--- src/cbfd_pkg.sv ---
// ---------------------------------------------------------------------------
// Cubic Bezier forward-difference package
// Shared constants, controller states and the command and status bundles
// that join the controller to the datapath.
// ---------------------------------------------------------------------------
package cbfd_pkg;

    // Default parameter values for the top level.
    localparam int MAX_STEPS_DEF   = 63;
    localparam int COORD_WIDTH_DEF = 16;

    // Fixed field and port widths.
    localparam int STEP_W     = 6;
    localparam int NUM_AXES   = 3;
    localparam int CFG_DATA_W = 32;
    localparam int APB_ADDR_W = 3;

    // Register map: index taken from the word address bits of paddr.
    localparam logic REG_IDX_STEP_COUNT = 1'b0;
    localparam logic [STEP_W-1:0] STEP_COUNT_RESET = 6'd16;

    // Controller states.
    typedef enum logic [2:0] {
        S_IDLE,
        S_SETUP_COEF,
        S_SETUP_CUBE,
        S_MULT,
        S_LOAD,
        S_DIV_START,
        S_DIV_WAIT,
        S_EMIT
    } t_state;

    // Commands from the controller to the datapath.
    typedef struct packed {
        logic in_ready;
        logic setup_coef;
        logic setup_cube;
        logic mult;
        logic load;
        logic div_start;
        logic emit;
        logic step;
    } t_dp_cmd;

    // Status from the datapath to the controller.
    typedef struct packed {
        logic in_valid;
        logic div_done;
        logic out_free;
        logic last;
    } t_dp_status;

endpackage

--- src/cbfd_ctrl.sv ---
// ---------------------------------------------------------------------------
// Cubic Bezier controller
// Sequences coefficient setup, the per-point rounding division, the
// output transaction and the forward-difference step.
// ---------------------------------------------------------------------------
module cbfd_ctrl (
    input  logic                 i_clk,
    input  logic                 i_rst_n,
    input  cbfd_pkg::t_dp_status i_status,
    output cbfd_pkg::t_dp_cmd    o_cmd
);
    import cbfd_pkg::*;

    t_state r_state;
    t_state n_state;

    // State register.
    always_ff @(posedge i_clk) begin
        if (!i_rst_n) begin
            r_state <= S_IDLE;
        end else begin
            r_state <= n_state;
        end
    end

    // Next-state logic.
    always_comb begin
        n_state = r_state;
        unique case (r_state)
            S_IDLE: begin
                if (i_status.in_valid) n_state = S_SETUP_COEF;
            end
            S_SETUP_COEF: n_state = S_SETUP_CUBE;
            S_SETUP_CUBE: n_state = S_MULT;
            S_MULT:       n_state = S_LOAD;
            S_LOAD:       n_state = S_DIV_START;
            S_DIV_START:  n_state = S_DIV_WAIT;
            S_DIV_WAIT: begin
                if (i_status.div_done) n_state = S_EMIT;
            end
            S_EMIT: begin
                if (i_status.out_free) begin
                    n_state = i_status.last ? S_IDLE : S_DIV_START;
                end
            end
            default: n_state = S_IDLE;
        endcase
    end

    // Command outputs.
    always_comb begin
        o_cmd = '0;
        unique case (r_state)
            S_IDLE:       o_cmd.in_ready   = 1'b1;
            S_SETUP_COEF: o_cmd.setup_coef = 1'b1;
            S_SETUP_CUBE: o_cmd.setup_cube = 1'b1;
            S_MULT:       o_cmd.mult       = 1'b1;
            S_LOAD:       o_cmd.load       = 1'b1;
            S_DIV_START:  o_cmd.div_start  = 1'b1;
            S_DIV_WAIT:   o_cmd            = '0;
            S_EMIT: begin
                if (i_status.out_free) begin
                    o_cmd.emit = 1'b1;
                    o_cmd.step = !i_status.last;
                end
            end
            default: o_cmd = '0;
        endcase
    end

endmodule

--- config.mk ---
export PLATFORM = sky130hd
export DESIGN_NAME = cbfd_ctrl
export DESIGN_NICKNAME = d
export VERILOG_FILES = /design/src/cbfd_pkg.sv /design/src/cbfd_ctrl.sv
export SDC_FILE = /design/constraint.sdc
export NUM_CORES = 1
export LEC_CHECK = 0
export BUFFER_PORTS_ARGS = -buffer_cell sky130_fd_sc_hd__buf_4
export CAP_MARGIN = 20
export CORE_AREA = 2 2 39 41
export DETAILED_ROUTE_END_ITERATION = 16
export DIE_AREA = 0 0 41 43
export PLACE_DENSITY = 0.36
export SYNTH_ARGS = -nofsm -noshare
export SYNTH_HDL_FRONTEND = slang
export SYNTH_SLANG_ARGS = --single-unit
--- constraint.sdc ---
create_clock -name i_clk -period 2.1 [get_ports i_clk]
set_input_delay 0.105 -clock i_clk [delete_from_list [all_inputs] [get_ports i_clk]]
set_output_delay 0.105 -clock i_clk [all_outputs]
set_load 0.05 [all_outputs]
Word level (Yosys, flattened, before mapping)
Index checks and enable logic that the tools add are counted.
{"block": "word_totals", "ff_bits": 3, "inputBits": 6, "output_inout_bits": 8, "word_cells": 27}
{"block": "op_classes", "eq_ne": 10, "mux": 13, "reduce_logical": 3}
{"operator": "$pmux W3 S8", "n": 1}
{"operator": "$eq A3 B3 Y1 const B", "n": 4}
{"operator": "$mux W3", "n": 4}
{"operator": "$eq A3 B2 Y1 const B", "n": 2}
{"operator": "$mux W1", "n": 6}
{"operator": "$ne A2 B2 Y1 const B", "n": 3}
{"operator": "$mux W2", "n": 2}
{"operator": "$eq A3 B1 Y1 const B", "n": 1}
{"operator": "$logic_not A3 Y1", "n": 1}
{"operator": "$reduce_and A3 Y1", "n": 1}
{"operator": "$logic_not A1 Y1", "n": 1}

Depth between registers and ports, before layout
{"block": "logic_depth", "ltp_word": 3, "ltp_mapped": 4, "depth_no_buf": 3}

Least setup slack after synthesis
OpenSTA, ideal clock, no wires.
{"block": "synth_timing", "path_kind": "register -> output", "start": "register r_state[2]", "end": "output port o_cmd[3] in the netlist's numbering", "t_arrival_ns": 1.677, "required_time_ns": 1.995, "setup_slack_ns": 0.318, "stages_incl_launch_ff": 3, "path_buffers": 1, "path_cell_list": "dfxtp_1 -> buf_2 -> nor3b_1"}
{"element": "start, declared", "line_no": "cbfd_ctrl.sv:14", "rtl": "t_state r_state;"}
{"element": "start signal, assigned", "line_no": "cbfd_ctrl.sv:22", "rtl": "r_state <= n_state;"}
{"element": "end, declared", "line_no": "cbfd_ctrl.sv:10", "rtl": "output cbfd_pkg::t_dp_cmd o_cmd"}

==> metrics <==
number of buffer and inverter instances along the worst setup path 1; setup slack, reg-to-reg 940 ps; estimated wirelength of the detail-placed design 443.2 um; Netlist cell types 21; Initial Utilization 16.09%; Vias 229; area growth from synthesis to layout 55.06%; worst voltage drop across the vdd grid 382.3 uV; Vias per Instance 4.018; total non-filler cell area in the finished layout 345.3 sq um; Largest register FFs 3; final layout net count 48; Filler Cell Count 164; synth top area cells sky130_fd_sc_hd__dfxtp_1, sky130_fd_sc_hd__nor3b_1, sky130_fd_sc_hd__nor2b_4; FP Rows 14; worst reg2reg path endpoint r_state[0]; placeable core region 1384 sq um; number of CTS-inserted buffers 3; synthesized area 222.7 sq um; pin count of the biggest net entering global routing 14; maximum buffer depth of the clock tree 2; pin slew with the least headroom to its limit 364.7 ps; DP Cell Count 53; clock latency at the later pin of the worst-skew pair 230 ps; Leakage 0.1566 nW; cell type of the slowest stage on the worst timing path sky130_fd_sc_hd__dfxtp_1; share of the clock period used by the worst path 73.31%; origin of the critical flop-to-flop path r_state[2]; cell-by-cell listing of the critical path and2_4 -> and3_1 -> nor2b_4 -> buf_4; horizontal die dimension 41 um; total length of routed wires 595 um; count of antenna-violating nets left after detailed routing 0; top flop regs r_state (3); proportion of netlist area held by the largest area contributor 26.97%; number of H-tree branching levels 1; CTS clock-pin slew for the worst setup and hold paths 40 ps; final critical delay including setup and external delays 1540 ps; global-route wire length before repair 855 um; number of DRC violations after detailed-routing iteration 0 0; Post-Place Cell Area 319.1 sq um; Worst Skew 1.573 ps; Overall Global Routing Usage 7.523%; Resized Gates After CTS 0; cell chosen for the clock root sky130_fd_sc_hd__clkbuf_4; Most flops, register r_state; total grt overflow 0; Post-Route Setup TNS 0 ps; Antenna Diode Count 0; share of layout cells above drive strength 1 46.34%; gp weighted congestion 0.5912; data required time at the worst endpoint 2000 ps; postcts setup bufs 0; number of synthesized flops with an enable pin 0; cell class contributing the biggest share of worst-path delay simple AND/OR/NAND/NOR gates; worst-path fanout max 10; number of pins exceeding their max-slew limit in the final report 0; maximum clock frequency 649.5 MHz; most numerous cell types in the synthesized netlist sky130_fd_sc_hd__dfxtp_1, sky130_fd_sc_hd__nor3b_1, sky130_fd_sc_hd__a21oi_1, sky130_fd_sc_hd__o21ai_0; total of flip-flops plus latches after synthesis 3; outcome finished, final reports clean; share of synthesized registers carrying an async set or reset 0%; number of global-route vias before repair 212; max capacitance violation total 0; number of antenna violations at the first check in global routing 0; post-synthesis instance total 27; Hold Slack 127.1 ps; fin util 24.95%; Slew HR 75.65%; CTS Hold Buffers Added 0; power density normalized to cell area 759.5 nW/um^2; mean routed wirelength per cell 10.44 um; chip height 43 um; drt pass-1 iters 1; endpoint class of the critical path primary output; part of the Yosys area used for sequential elements 26.97%; primary flip-flop cell chosen by synthesis mapping sky130_fd_sc_hd__dfxtp_1; total DRC errors in the routed layout 0; IO Pins 14; largest area contributor in the netlist sky130_fd_sc_hd__dfxtp_1; highest cell delay on the worst timing path 480 ps; synthesized area divided by synthesized cell count 8.249 sq um; setup repair after global routing missed its margin no; destination of the worst hold path r_state[0]; final count of negative-setup-slack endpoints 0; Worst Hold Class primary input to register; die footprint 1763 sq um; syn nets 33; startpoint type of the worst setup path register; Worst EP arrival 1430 ps; worst setup path class register to primary output; hold violation count in the final report 0; clk sinks 3; post-layout instance count excluding filler cells 57; number of warnings issued by yosys 0; clock tree from TritonCTS yes; cell depth of the worst flop-to-flop path 3; Worst Hold Path Cells 3; Hold Crit Start i_rst_n; IO Port Bufs 13
[routing by layer]
metal | GRT usage [%] | vias to the layer above | share of wire [%]
li1 | - | 123 | -
met1 | 7.692 | 97 | 47
met2 | 11.25 | 9 | 48
met3 | 6.283 | 0 | 5.0
met4 | 2.000 | 0 | 0
met5 | 0 | - | 0
[how the worst max path moves through the flow]
| stage | cells past startpoint | slack (ps) | end | start |
|---|---|---|---|---|
| floorplan | 2 | 320 | o_cmd[3] | r_state[2] |
| global route | 4 | 480 | o_cmd[0] | r_state[1] |
| detailed placement | 4 | 810 | o_cmd[0] | r_state[1] |
| CTS | 4 | 550 | o_cmd[0] | r_state[1] |
| finish | 4 | 560 | o_cmd[0] | r_state[1] |
| global placement | 4 | 830 | o_cmd[0] | r_state[1] |
[cells by family (layout without fill, tap and decap cells)]
group                  count (synthesis)  in the layout  synth area share [%]
DFF                                    3              3                 26.97
and+or+nand+nor                       14             14                 45.51
AOI/OAI and AO/OA                      6              6                 16.29
buffers and inverters                  4             18                 11.23
[cell usage in the layout, fill, tap and decap left out, types with 2 or more instances in the layout]
| cell type | instances |
|---|---|
| sky130_fd_sc_hd__nor3b_1 | 3 |
| sky130_fd_sc_hd__dfxtp_1 | 3 |
| sky130_fd_sc_hd__clkbuf_4 | 3 |
| sky130_fd_sc_hd__buf_4 | 13 |
| sky130_fd_sc_hd__o21ai_0 | 2 |
| sky130_fd_sc_hd__a21oi_1 | 2 |
[report_power, final]
group          switching, mW  internal [mW]
clock network         0.0266         0.0710
registers             0.0137         0.0634
logic                 0.0553         0.0323
[layout make-up]
type	instances	area [sq um]	share of cell area [%]
Multi-Input combinational cell	20	137.6	39.86
Sequential cell	3	60.06	17.39
Timing Repair Buffer	13	97.59	28.26
Clock buffer	4	26.28	7.609
Inverter	1	3.754	1.087
Tap cell	16	20.02	5.797
[worst min-delay path: cells and delay by family]
family | cells | cell delay, ps
buffers and inverters | 2 | 170
AO/OA/AOI/OAI | 1 | 40
[stage by stage]
stage | total power [mW] | setup slack (ps)
after detailed placement | 0.1667 | 813.8
after global routing | 0.2821 | 479.2
after floorplan | 0.1416 | 318.2
final | 0.2623 | 560.4
after CTS | 0.2694 | 551.5
after global placement | 0.1660 | 825.7
Note: power is estimated with default switching activity, not from simulation.
